File: src/rtl/pdste_pkg.sv
// Shared types, codes and the control store of the PD servo torque envelope unit.
package pdste_pkg;

    localparam int PC_W = 4;
    typedef logic [PC_W-1:0] t_pc;

    // Item operations.
    localparam logic [1:0] OP_TARGET = 2'd0;
    localparam logic [1:0] OP_SAMPLE = 2'd1;
    localparam logic [1:0] OP_DAMP   = 2'd2;
    localparam logic [1:0] OP_SPARE  = 2'd3;

    // Result status codes.
    localparam logic [1:0] ST_TORQUE = 2'd0;
    localparam logic [1:0] ST_COMMIT = 2'd1;
    localparam logic [1:0] ST_REJECT = 2'd2;

    // Configuration register indexes.
    localparam logic [2:0] CFG_GAIN  = 3'd0;
    localparam logic [2:0] CFG_CAP   = 3'd1;
    localparam logic [2:0] CFG_STALL = 3'd2;
    localparam logic [2:0] CFG_INV   = 3'd3;
    localparam logic [2:0] CFG_LIMIT = 3'd4;

    localparam logic [15:0] GAIN_RESET  = 16'd7680;
    localparam logic [14:0] CAP_RESET   = 15'd4096;
    localparam logic [14:0] STALL_RESET = 15'd10544;
    localparam logic [15:0] INV_RESET   = 16'd992;
    localparam logic [14:0] LIMIT_RESET = 15'd2048;
    localparam logic [15:0] DAMP_RESET  = 16'd2048;

    // Datapath micro-operations.
    localparam logic [3:0] UOP_NOP     = 4'd0;
    localparam logic [3:0] UOP_STAGE   = 4'd1;
    localparam logic [3:0] UOP_IDX_CLR = 4'd2;
    localparam logic [3:0] UOP_CP_RD   = 4'd3;
    localparam logic [3:0] UOP_CP_WR   = 4'd4;
    localparam logic [3:0] UOP_RD      = 4'd5;
    localparam logic [3:0] UOP_FACTOR  = 4'd6;
    localparam logic [3:0] UOP_ENV     = 4'd7;
    localparam logic [3:0] UOP_LOAD4   = 4'd8;
    localparam logic [3:0] UOP_SUB     = 4'd9;
    localparam logic [3:0] UOP_PD      = 4'd10;
    localparam logic [3:0] UOP_DAMP_WR = 4'd11;

    // Multiplier operand pairs.
    localparam logic [1:0] MUL_SPEED = 2'd0;
    localparam logic [1:0] MUL_ENV   = 2'd1;
    localparam logic [1:0] MUL_PROP  = 2'd2;
    localparam logic [1:0] MUL_DAMP  = 2'd3;

    // Result emitted by a step.
    localparam logic [1:0] OUT_NONE   = 2'd0;
    localparam logic [1:0] OUT_TORQUE = 2'd1;
    localparam logic [1:0] OUT_COMMIT = 2'd2;
    localparam logic [1:0] OUT_REJECT = 2'd3;

    // Jump conditions.
    localparam logic [1:0] C_NONE     = 2'd0;
    localparam logic [1:0] C_NOT_LAST = 2'd1;
    localparam logic [1:0] C_NOT_OK   = 2'd2;
    localparam logic [1:0] C_MORE     = 2'd3;

    // Program entry points and jump targets.
    localparam t_pc A_TARGET = 4'd0;
    localparam t_pc A_CP_RD  = 4'd2;
    localparam t_pc A_REJ    = 4'd5;
    localparam t_pc A_HALT   = 4'd6;
    localparam t_pc A_SAMPLE = 4'd7;
    localparam t_pc A_DAMP   = 4'd15;

    typedef struct packed {
        logic [3:0] uop;
        logic [1:0] mul;
        logic       err_ld;
        logic [1:0] out;
        logic [1:0] cond;
        t_pc        jaddr;
        logic       fin;
    } t_uword;

    typedef struct packed {
        logic last;
        logic ok;
        logic more;
    } t_cond;

    typedef struct packed {
        logic [15:0] prop_gain;
        logic [14:0] torque_ceiling;
        logic [14:0] zero_speed_torque;
        logic [15:0] inv_speed;
        logic [14:0] target_limit;
    } t_cfg;

    function automatic t_uword mk(logic [3:0] uop, logic [1:0] mul, logic err_ld,
                                  logic [1:0] out, logic [1:0] cond, t_pc jaddr,
                                  logic fin);
        t_uword w;
        w.uop    = uop;
        w.mul    = mul;
        w.err_ld = err_ld;
        w.out    = out;
        w.cond   = cond;
        w.jaddr  = jaddr;
        w.fin    = fin;
        return w;
    endfunction

    // Control store: one control word per step.
    function automatic t_uword ucode(t_pc pc);
        t_uword w;
        case (pc)
            4'd0:  w = mk(UOP_STAGE,   MUL_SPEED, 1'b0, OUT_NONE,   C_NOT_LAST, A_HALT, 1'b0);
            4'd1:  w = mk(UOP_IDX_CLR, MUL_SPEED, 1'b0, OUT_NONE,   C_NOT_OK,   A_REJ,  1'b0);
            4'd2:  w = mk(UOP_CP_RD,   MUL_SPEED, 1'b0, OUT_NONE,   C_NONE,     A_HALT, 1'b0);
            4'd3:  w = mk(UOP_CP_WR,   MUL_SPEED, 1'b0, OUT_NONE,   C_MORE,     A_CP_RD, 1'b0);
            4'd4:  w = mk(UOP_NOP,     MUL_SPEED, 1'b0, OUT_COMMIT, C_NONE,     A_HALT, 1'b1);
            4'd5:  w = mk(UOP_NOP,     MUL_SPEED, 1'b0, OUT_REJECT, C_NONE,     A_HALT, 1'b1);
            4'd6:  w = mk(UOP_NOP,     MUL_SPEED, 1'b0, OUT_NONE,   C_NONE,     A_HALT, 1'b1);
            4'd7:  w = mk(UOP_RD,      MUL_SPEED, 1'b0, OUT_NONE,   C_NONE,     A_HALT, 1'b0);
            4'd8:  w = mk(UOP_FACTOR,  MUL_SPEED, 1'b1, OUT_NONE,   C_NONE,     A_HALT, 1'b0);
            4'd9:  w = mk(UOP_NOP,     MUL_ENV,   1'b0, OUT_NONE,   C_NONE,     A_HALT, 1'b0);
            4'd10: w = mk(UOP_ENV,     MUL_PROP,  1'b0, OUT_NONE,   C_NONE,     A_HALT, 1'b0);
            4'd11: w = mk(UOP_LOAD4,   MUL_DAMP,  1'b0, OUT_NONE,   C_NONE,     A_HALT, 1'b0);
            4'd12: w = mk(UOP_SUB,     MUL_SPEED, 1'b0, OUT_NONE,   C_NONE,     A_HALT, 1'b0);
            4'd13: w = mk(UOP_PD,      MUL_SPEED, 1'b0, OUT_NONE,   C_NONE,     A_HALT, 1'b0);
            4'd14: w = mk(UOP_NOP,     MUL_SPEED, 1'b0, OUT_TORQUE, C_NONE,     A_HALT, 1'b1);
            4'd15: w = mk(UOP_DAMP_WR, MUL_SPEED, 1'b0, OUT_NONE,   C_NONE,     A_HALT, 1'b1);
            default: w = mk(UOP_NOP,   MUL_SPEED, 1'b0, OUT_NONE,   C_NONE,     A_HALT, 1'b1);
        endcase
        return w;
    endfunction

endpackage

File: src/rtl/pdste_seq.sv
// Microcode sequencer: step counter, control store lookup and conditional jumps.
module pdste_seq (
    input  logic             i_clk,
    input  logic             i_rst_n,
    input  logic             i_start,
    input  pdste_pkg::t_pc   i_entry,
    input  pdste_pkg::t_cond i_cond,
    input  logic             i_out_free,
    output pdste_pkg::t_uword o_uw,
    output logic             o_en,
    output logic             o_busy
);
    import pdste_pkg::*;

    t_pc    r_pc, n_pc;
    logic   r_busy, n_busy;
    t_uword uw;
    logic   take;

    assign uw = ucode(r_pc);

    // A step that emits a result waits until the output register can take it.
    assign o_en   = r_busy && ((uw.out == OUT_NONE) || i_out_free);
    assign o_uw   = uw;
    assign o_busy = r_busy;

    always_comb begin
        case (uw.cond)
            C_NONE:     take = 1'b0;
            C_NOT_LAST: take = !i_cond.last;
            C_NOT_OK:   take = !i_cond.ok;
            C_MORE:     take = i_cond.more;
            default:    take = 1'b0;
        endcase
    end

    always_comb begin
        n_pc   = r_pc;
        n_busy = r_busy;
        if (i_start) begin
            n_pc   = i_entry;
            n_busy = 1'b1;
        end else if (o_en) begin
            n_pc = take ? uw.jaddr : r_pc + t_pc'(1);
            if (uw.fin) begin
                n_busy = 1'b0;
            end
        end
    end

    always_ff @(posedge i_clk) begin
        if (!i_rst_n) begin
            r_pc   <= A_TARGET;
            r_busy <= 1'b0;
        end else begin
            r_pc   <= n_pc;
            r_busy <= n_busy;
        end
    end

endmodule

File: src/rtl/pdste_dp.sv
// Datapath: joint tables, staging, shared multiplier, accumulator and result register.
module pdste_dp #(
    parameter int JOINTS = 12,
    parameter int AW     = 4
) (
    input  logic              i_clk,
    input  logic              i_rst_n,
    input  logic              i_accept,
    input  logic [3:0]        i_joint,
    input  logic signed [15:0] i_value,
    input  logic signed [15:0] i_rate,
    input  logic              i_last,
    input  pdste_pkg::t_cfg   i_cfg,
    input  pdste_pkg::t_uword i_uw,
    input  logic              i_en,
    input  logic              i_out_stall,
    output pdste_pkg::t_cond  o_cond,
    output logic              o_out_free,
    output logic              o_out_valid,
    output logic [1:0]        o_status,
    output logic [3:0]        o_joint_out,
    output logic signed [15:0] o_torque
);
    import pdste_pkg::*;

    // Captured request.
    logic [3:0]         r_joint;
    logic signed [15:0] r_value;
    logic signed [15:0] r_rate;
    logic               r_last;

    // Joint tables.
    logic [15:0]       m_tgt  [JOINTS];
    logic [15:0]       m_stg  [JOINTS];
    logic [15:0]       m_damp [JOINTS];
    logic [JOINTS-1:0] r_tgt_vld;
    logic [JOINTS-1:0] r_damp_vld;
    logic [15:0]       r_tgt_rd, r_damp_rd, r_stg_rd;
    logic              r_tgt_ok, r_damp_ok;

    // Staging control.
    logic [6:0]    r_count;
    logic          r_bad;
    logic [AW-1:0] r_idx;

    // Arithmetic registers.
    logic signed [16:0] r_err;
    logic signed [41:0] r_prod;
    logic [22:0]        r_fac;
    logic [14:0]        r_avail;
    logic signed [35:0] r_acc;
    logic signed [25:0] r_pd;

    logic               r_out_valid;
    logic [1:0]         r_status;
    logic [3:0]         r_joint_out;
    logic signed [15:0] r_torque;

    logic [AW+3:0]      joint_wide;
    logic [AW-1:0]      jaddr;
    logic [AW-1:0]      saddr;
    logic [15:0]        tgt_val, damp_val;
    logic [16:0]        value_x, rate_x, value_mag, rate_mag;
    logic signed [17:0] mul_a;
    logic signed [23:0] mul_b;
    logic signed [41:0] mul_p;
    logic [14:0]        env;
    logic signed [35:0] acc_rnd;
    logic signed [25:0] avail_s;
    logic signed [15:0] torque_c;
    logic               stage_wr;

    assign joint_wide = (AW + 4)'(r_joint);
    assign jaddr      = joint_wide[AW-1:0];
    assign saddr      = r_count[AW-1:0];
    assign stage_wr   = i_en && (i_uw.uop == UOP_STAGE) && (r_count < 7'(JOINTS));

    // Entries never written read as their reset values.
    assign tgt_val  = r_tgt_ok ? r_tgt_rd : 16'd0;
    assign damp_val = r_damp_ok ? r_damp_rd : DAMP_RESET;

    assign value_x   = {r_value[15], r_value};
    assign rate_x    = {r_rate[15], r_rate};
    assign value_mag = r_value[15] ? 17'd0 - value_x : value_x;
    assign rate_mag  = r_rate[15] ? 17'd0 - rate_x : rate_x;

    always_ff @(posedge i_clk) begin
        if (i_accept) begin
            r_joint <= i_joint;
            r_value <= i_value;
            r_rate  <= i_rate;
            r_last  <= i_last;
        end
    end

    always_ff @(posedge i_clk) begin
        if (i_en && (i_uw.uop == UOP_CP_WR)) begin
            m_tgt[r_idx] <= r_stg_rd;
        end
        if (i_en && (i_uw.uop == UOP_RD)) begin
            r_tgt_rd <= m_tgt[jaddr];
        end
    end

    always_ff @(posedge i_clk) begin
        if (stage_wr) begin
            m_stg[saddr] <= r_value;
        end
        if (i_en && (i_uw.uop == UOP_CP_RD)) begin
            r_stg_rd <= m_stg[r_idx];
        end
    end

    always_ff @(posedge i_clk) begin
        if (i_en && (i_uw.uop == UOP_DAMP_WR)) begin
            m_damp[jaddr] <= r_value;
        end
        if (i_en && (i_uw.uop == UOP_RD)) begin
            r_damp_rd <= m_damp[jaddr];
        end
    end

    always_ff @(posedge i_clk) begin
        if (!i_rst_n) begin
            r_tgt_vld  <= '0;
            r_damp_vld <= '0;
        end else begin
            if (i_en && (i_uw.uop == UOP_CP_WR)) begin
                r_tgt_vld[r_idx] <= 1'b1;
            end
            if (i_en && (i_uw.uop == UOP_DAMP_WR)) begin
                r_damp_vld[jaddr] <= 1'b1;
            end
        end
    end

    always_ff @(posedge i_clk) begin
        if (i_en && (i_uw.uop == UOP_RD)) begin
            r_tgt_ok  <= r_tgt_vld[jaddr];
            r_damp_ok <= r_damp_vld[jaddr];
        end
    end

    // Staging count, bad flag and copy index.
    always_ff @(posedge i_clk) begin
        if (!i_rst_n) begin
            r_count <= '0;
            r_bad   <= 1'b0;
            r_idx   <= '0;
        end else if (i_en) begin
            if (i_uw.uop == UOP_STAGE) begin
                if ((value_mag > {2'b00, i_cfg.target_limit}) || (r_count >= 7'(JOINTS))) begin
                    r_bad <= 1'b1;
                end
                if (r_count != 7'd127) begin
                    r_count <= r_count + 7'd1;
                end
            end
            if (i_uw.uop == UOP_IDX_CLR) begin
                r_idx <= '0;
            end
            if (i_uw.uop == UOP_CP_WR) begin
                r_idx <= r_idx + AW'(1);
            end
            if ((i_uw.out == OUT_COMMIT) || (i_uw.out == OUT_REJECT)) begin
                r_count <= '0;
                r_bad   <= 1'b0;
            end
        end
    end

    assign o_cond.last = r_last;
    assign o_cond.ok   = !r_bad && (r_count == 7'(JOINTS));
    assign o_cond.more = r_idx != AW'(JOINTS - 1);

    // Shared multiplier, one operand pair per step.
    always_comb begin
        case (i_uw.mul)
            MUL_SPEED: begin
                mul_a = $signed({1'b0, rate_mag});
                mul_b = $signed({8'd0, i_cfg.inv_speed});
            end
            MUL_ENV: begin
                mul_a = $signed({3'd0, i_cfg.zero_speed_torque});
                mul_b = $signed({1'b0, r_fac});
            end
            MUL_PROP: begin
                mul_a = $signed({2'd0, i_cfg.prop_gain});
                mul_b = $signed({{7{r_err[16]}}, r_err});
            end
            MUL_DAMP: begin
                mul_a = $signed({{2{damp_val[15]}}, damp_val});
                mul_b = $signed({{8{r_rate[15]}}, r_rate});
            end
            default: begin
                mul_a = '0;
                mul_b = '0;
            end
        endcase
    end

    assign mul_p   = mul_a * mul_b;
    assign env     = r_prod[36:22];
    assign acc_rnd = r_acc + 36'sd512;

    always_ff @(posedge i_clk) begin
        if (i_en) begin
            r_prod <= mul_p;
            if (i_uw.err_ld) begin
                r_err <= $signed({tgt_val[15], tgt_val}) - $signed(value_x);
            end
            case (i_uw.uop)
                UOP_FACTOR: begin
                    // The product is |dq|*inv_speed; the factor floors at zero.
                    r_fac <= (r_prod[41:22] != 20'd0) ? 23'd0 : 23'h400000 - r_prod[22:0];
                end
                UOP_ENV: begin
                    r_avail <= (env < i_cfg.torque_ceiling) ? env : i_cfg.torque_ceiling;
                end
                UOP_LOAD4: begin
                    r_acc <= $signed({r_prod[33:0], 2'b00});
                end
                UOP_SUB: begin
                    r_acc <= r_acc - r_prod[35:0];
                end
                UOP_PD: begin
                    r_pd <= acc_rnd[35:10];
                end
                default: begin
                end
            endcase
        end
    end

    assign avail_s = $signed({11'd0, r_avail});

    always_comb begin
        if (r_pd > avail_s) begin
            torque_c = $signed({1'b0, r_avail});
        end else if (r_pd < -avail_s) begin
            torque_c = -$signed({1'b0, r_avail});
        end else begin
            torque_c = r_pd[15:0];
        end
    end

    assign o_out_free = !r_out_valid || !i_out_stall;

    always_ff @(posedge i_clk) begin
        if (!i_rst_n) begin
            r_out_valid <= 1'b0;
        end else if (i_en && (i_uw.out != OUT_NONE)) begin
            r_out_valid <= 1'b1;
        end else if (!i_out_stall) begin
            r_out_valid <= 1'b0;
        end
    end

    always_ff @(posedge i_clk) begin
        if (i_en) begin
            case (i_uw.out)
                OUT_TORQUE: begin
                    r_status    <= ST_TORQUE;
                    r_joint_out <= r_joint;
                    r_torque    <= torque_c;
                end
                OUT_COMMIT: begin
                    r_status    <= ST_COMMIT;
                    r_joint_out <= 4'd0;
                    r_torque    <= 16'sd0;
                end
                OUT_REJECT: begin
                    r_status    <= ST_REJECT;
                    r_joint_out <= 4'd0;
                    r_torque    <= 16'sd0;
                end
                default: begin
                end
            endcase
        end
    end

    assign o_out_valid = r_out_valid;
    assign o_status    = r_status;
    assign o_joint_out = r_joint_out;
    assign o_torque    = r_torque;

endmodule

File: src/rtl/pd_servo_torque_envelope_unit.sv
// Top level of the PD servo torque envelope unit: configuration, dispatch and control.
//
// Each request runs a short microprogram on one shared 18x24 multiplier, one step per
// cycle, and the input stalls until the program ends. A control sample forms the speed
// factor, the envelope and the PD sum, and its last step writes the torque to the output
// register. A damping load writes its table entry, and a target element without the last
// flag stages its value. The element that closes a batch runs the copy loop, which moves
// one staged target at a time through the staging table's registered read port, when the
// batch commits and skips it when the batch is rejected; its status is written to the
// output register by the program's last step. The next request is accepted as soon as the
// program ends, while the result may still wait in the output register; a step that emits
// a result waits for as long as that register is full and stalled. Samples and damping
// loads for a joint at or beyond JOINTS, and requests for an unused op, give no result.
module pd_servo_torque_envelope_unit #(
    parameter int JOINTS = 12
) (
    input  logic              i_clk,
    input  logic              i_rst_n,
    input  logic              i_in_valid,
    output logic              o_in_stall,
    input  logic [1:0]        i_op,
    input  logic [3:0]        i_joint,
    input  logic signed [15:0] i_value,
    input  logic signed [15:0] i_rate,
    input  logic              i_last,
    output logic              o_out_valid,
    input  logic              i_out_stall,
    output logic [1:0]        o_status,
    output logic [3:0]        o_joint_out,
    output logic signed [15:0] o_torque,
    input  logic              i_cfg_valid,
    output logic              o_cfg_ready,
    input  logic [2:0]        i_cfg_index,
    input  logic [15:0]       i_cfg_data
);
    import pdste_pkg::*;

    localparam int AW = (JOINTS > 1) ? $clog2(JOINTS) : 1;

    t_cfg    r_cfg;
    t_uword  uw;
    t_cond   cond;
    t_pc     entry;
    logic    busy, en, out_free;
    logic    accept, start, runs, in_range;

    assign o_cfg_ready = 1'b1;
    assign o_in_stall  = busy;
    assign accept      = i_in_valid && !busy;
    assign in_range    = {3'd0, i_joint} < 7'(JOINTS);
    assign start       = accept && runs;

    always_comb begin
        case (i_op)
            OP_TARGET: begin
                entry = A_TARGET;
                runs  = 1'b1;
            end
            OP_SAMPLE: begin
                entry = A_SAMPLE;
                runs  = in_range;
            end
            OP_DAMP: begin
                entry = A_DAMP;
                runs  = in_range;
            end
            default: begin
                entry = A_HALT;
                runs  = 1'b0;
            end
        endcase
    end

    always_ff @(posedge i_clk) begin
        if (!i_rst_n) begin
            r_cfg.prop_gain         <= GAIN_RESET;
            r_cfg.torque_ceiling    <= CAP_RESET;
            r_cfg.zero_speed_torque <= STALL_RESET;
            r_cfg.inv_speed         <= INV_RESET;
            r_cfg.target_limit      <= LIMIT_RESET;
        end else if (i_cfg_valid && o_cfg_ready) begin
            case (i_cfg_index)
                CFG_GAIN:  r_cfg.prop_gain         <= i_cfg_data;
                CFG_CAP:   r_cfg.torque_ceiling    <= i_cfg_data[14:0];
                CFG_STALL: r_cfg.zero_speed_torque <= i_cfg_data[14:0];
                CFG_INV:   r_cfg.inv_speed         <= i_cfg_data;
                CFG_LIMIT: r_cfg.target_limit      <= i_cfg_data[14:0];
                default: begin
                end
            endcase
        end
    end

    pdste_seq u_seq (
        .i_clk      (i_clk),
        .i_rst_n    (i_rst_n),
        .i_start    (start),
        .i_entry    (entry),
        .i_cond     (cond),
        .i_out_free (out_free),
        .o_uw       (uw),
        .o_en       (en),
        .o_busy     (busy)
    );

    pdste_dp #(
        .JOINTS (JOINTS),
        .AW     (AW)
    ) u_dp (
        .i_clk       (i_clk),
        .i_rst_n     (i_rst_n),
        .i_accept    (accept),
        .i_joint     (i_joint),
        .i_value     (i_value),
        .i_rate      (i_rate),
        .i_last      (i_last),
        .i_cfg       (r_cfg),
        .i_uw        (uw),
        .i_en        (en),
        .i_out_stall (i_out_stall),
        .o_cond      (cond),
        .o_out_free  (out_free),
        .o_out_valid (o_out_valid),
        .o_status    (o_status),
        .o_joint_out (o_joint_out),
        .o_torque    (o_torque)
    );

    // The sequencer only starts on an accepted request.
    a_busy_from_accept: assert property (@(posedge i_clk) disable iff (!i_rst_n)
        $rose(busy) |-> $past(accept))
        else $error("sequencer started without an accepted request");

    // An unused op is dropped at once and leaves the block free.
    a_unused_op_idle: assert property (@(posedge i_clk) disable iff (!i_rst_n)
        (accept && (i_op == OP_SPARE)) |=> !o_in_stall)
        else $error("unused op occupied the sequencer");

    // Batch status results carry zero joint and torque.
    a_status_zero: assert property (@(posedge i_clk) disable iff (!i_rst_n)
        (o_out_valid && (o_status != ST_TORQUE))
            |-> ((o_torque == 16'sd0) && (o_joint_out == 4'd0)))
        else $error("batch status result carries joint or torque");

endmodule

File: config.mk
export PLATFORM = sky130hd
export DESIGN_NAME = pd_servo_torque_envelope_unit
export DESIGN_NICKNAME = d
export VERILOG_FILES = /design/src/rtl/pdste_pkg.sv /design/src/rtl/pdste_seq.sv /design/src/rtl/pdste_dp.sv /design/src/rtl/pd_servo_torque_envelope_unit.sv
export SDC_FILE = /design/constraint.sdc
export NUM_CORES = 2
export LEC_CHECK = 0
export BUFFER_PORTS_ARGS = -buffer_cell sky130_fd_sc_hd__buf_4
export CORE_AREA = 2 2 322 324
export DETAILED_ROUTE_END_ITERATION = 10
export DIE_AREA = 0 0 324 326
export PLACE_DENSITY = 0.74
export SETUP_SLACK_MARGIN = 0.5
export SLEW_MARGIN = 0
export SYNTH_ARGS = -nofsm -noshare
export SYNTH_HDL_FRONTEND = slang
export SYNTH_HIERARCHICAL = 1
export SYNTH_SLANG_ARGS = --single-unit
File: constraint.sdc
create_clock -name i_clk -period 7.6 [get_ports i_clk]
set_input_delay 0 -clock i_clk [delete_from_list [all_inputs] [get_ports i_clk]]
set_output_delay 0 -clock i_clk [all_outputs]
set_load 0.01 [all_outputs]
==> flow_metrics.py <==
metrics = {
    "floorplan": {
        "initial_utilization_pct": 57.51,
        "pin_count": 88,
        "num_rows": 118,
        "fp.coreArea_um2": 102600,
        "dieArea_um2": 105600,
        "die_h_um": 326,
        "die_w_um": 324,
    },
    "detailed_routing": {
        "drc": 0,
        "wl_mm": 148.8,
        "vias": 38050,
        "avgRoutedWirePerCell_um": 22.74,
        "vias_per_cell": 5.816,
        "drtIter0Drc": 3370,
        "drt-pass1-iter-count": 5,
        "ant_nets": 0,
    },
    "clock_network": {
        "clock-sinks": 978,
        "clk_latency_ns": 0.69,
        "cts_buffers": 91,
        "clock_path_buffers": 3,
        "htreeDepth": 3,
        "cts_root_buf": "clkbuf_16",
        "cts.clk_slew.worst_paths_ns": 0.07,
        "cts_tree": "done",
    },
    "final_layout": {
        "area_growth_pct": 14.50,
        "fin_area_um2": 67570,
        "final_common_cell": "edfxtp_1",
        "post-route-util_pct": 65.85,
        "mostFrequentLayoutCells": "844 x edfxtp_1, 639 x inv_1, 515 x nand2_1",
        "layout.nets": 5817,
        "drive_gt1_share_pct": 16.81,
    },
    "sta": {
        "max_freq_mhz": 122.9,
        "finalHoldViolCount": 0,
        "min_period_over_period_pct": 107.1,
        "relSlewSlack_pct": 17.69,
        "rsz0062_at_grt": "yes",
        "finalSetupViolations": 25,
        "setup_slack_ns": -0.5383,
        "worst_slew_pin_slew_ns": 1.232,
        "period_minus_slack_ns": 8.138,
        "clock_skew_ns": 0.05972,
        "whs_ns": 0.03545,
        "slew_violations": 0,
    },
    "status": {
        "violations": "negative setup slack",
        "outcome": "finished, violations left",
    },
    "global_route": {
        "grtUsageTotal_pct": 28.51,
        "overflow": 0,
        "first_global_vias": 38610,
        "grt_max_degree": 108,
        "grt_antenna_before_repair": 7,
        "grt_pass1_wl_mm": 226.4,
    },
    "setup_path": {
        "crit_arrival_ns": 8.58,
        "cpMostUsedCell": "fa_1",
        "cp.required_ns": 8.04,
        "crit_type": "register to register",
        "end_kind": "register",
        "worstPathMaxFanout": 5,
        "cp_slowest_cell": "mux4_2",
        "slowest_delay_ns": 0.63,
        "worst_setup_path_start_kind": "register",
    },
    "yosys": {
        "syn_avg_cell_area_um2": 12.43,
        "yosysWarnings": 6,
        "synthCells": 4749,
        "synthesis.area_um2": 59010,
        "synth_fp_nets": 5484,
    },
    "placed_design": {
        "place.port_buffers": 86,
        "hpwl_mm": 104.1,
        "postPlaceCellArea_um2": 63060,
        "place.gp.congestion": 0.9402,
        "place_ws_ns": -0.6058,
    },
    "run": {
        "max_cap_viol_count": 0,
    },
    "power_and_ir_drop": {
        "cellPowerDensity_nw_per_um2": 334.4,
        "ir_worst_vdd_mv": 1.268,
        "p_leak_nw": 27.11,
    },
    "hold_path": {
        "hold_path_class": "input port to register",
    },
}
critical path, delay by kind of cell, from the launching register on:
family,cells,cell delay (ns)
fa+ha+maj,7,3.15
compound gates,5,1.06
buf+inv,6,0.45
xor+xnor,2,0.19
simple gates,7,2.05
mux,1,0.63
flops,1,0.38
path summary, 6_finish.rpt:
| path | start | to | slack (ns) | depth (start not counted) |
|---|---|---|---|---|
| worst max-delay path | u_dp/r_rate[8] | u_dp/r_prod[36] | -0.54 | 28 |
| worst min-delay path | i_value[15] | u_dp/r_value[15] | 0.04 | 2 |
| worst max register to register | u_dp/r_rate[8] | u_dp/r_prod[36] | -0.54 | 28 |
| worst min register to register | r_cfg[62] | r_cfg[62] | 0.45 | 2 |
sequential cells by signal, indices dropped and copies added (netlist names), 15 cells and up:
name            flops
u_dp/r_pd          26
u_dp/r_value       16
u_dp/r_avail       15
u_dp/m_damp       192
u_dp/o_torque      16
r_cfg              77
u_dp/m_stg        192
u_dp/r_fac         23
u_dp/m_tgt        192
u_dp/r_damp_rd     16
u_dp/r_err         17
u_dp/r_rate        16
u_dp/r_acc         36
u_dp/r_stg_rd      16
u_seq/o_uw         15
u_dp/r_tgt_rd      16
u_dp/r_prod        42
area by class of cell:
| cell class | instances | area [um2] |
|---|---|---|
| tap | 1380 | 1727 |
| multi-input combinational | 2913 | 28520 |
| antenna | 4 | 10.01 |
| clock inverter | 51 | 570.5 |
| clock buffer | 118 | 2449 |
| sequential | 978 | 28030 |
| fill | 7447 | 35040 |
| inverter | 662 | 2485 |
| timing repair buffer | 436 | 3771 |
per-layer routing:
layer | GRT usage, % | share of wire (%) | vias up
li1 | - | - | 17000
met1 | 38.34 | 39 | 19200
met2 | 46.99 | 49 | 1525
met3 | 3.556 | 6.9 | 329
met4 | 12.32 | 4.8 | 4
met5 | 0 | 0.017 | -
metrics by stage:
stage	total power [mW]	cells	TNS, ns
2_1_floorplan	12.65	4749	-0.1913
3_3_place_gp	16.11	6276	-4.913
3_5_place_dp	16.21	6276	-6.762
4_1_cts	21.90	6526	-6.521
5_1_grt	23.91	6539	-13.36
6_report	22.60	6542	-8.589
where the power goes:
part | leakage [nW] | internal, mW | switching, mW
clock network | 1.47 | 2.55 | 2.04
registers | 8.78 | 6.28 | 0.184
logic | 16.9 | 5.51 | 6.04
total | 27.1 | 14.3 | 8.27
timing repair:
action                                  4_1_cts  5_1_grt
pin swaps                                    71       47
setup buffers                                14       10
gates resized for setup                      80       68
hold endpoints to repair                    135        0
gates cloned                                  1        2
endpoints found under the setup margin       26       28
hold buffers                                 66        0
Power figures use the tool's default switching activity.
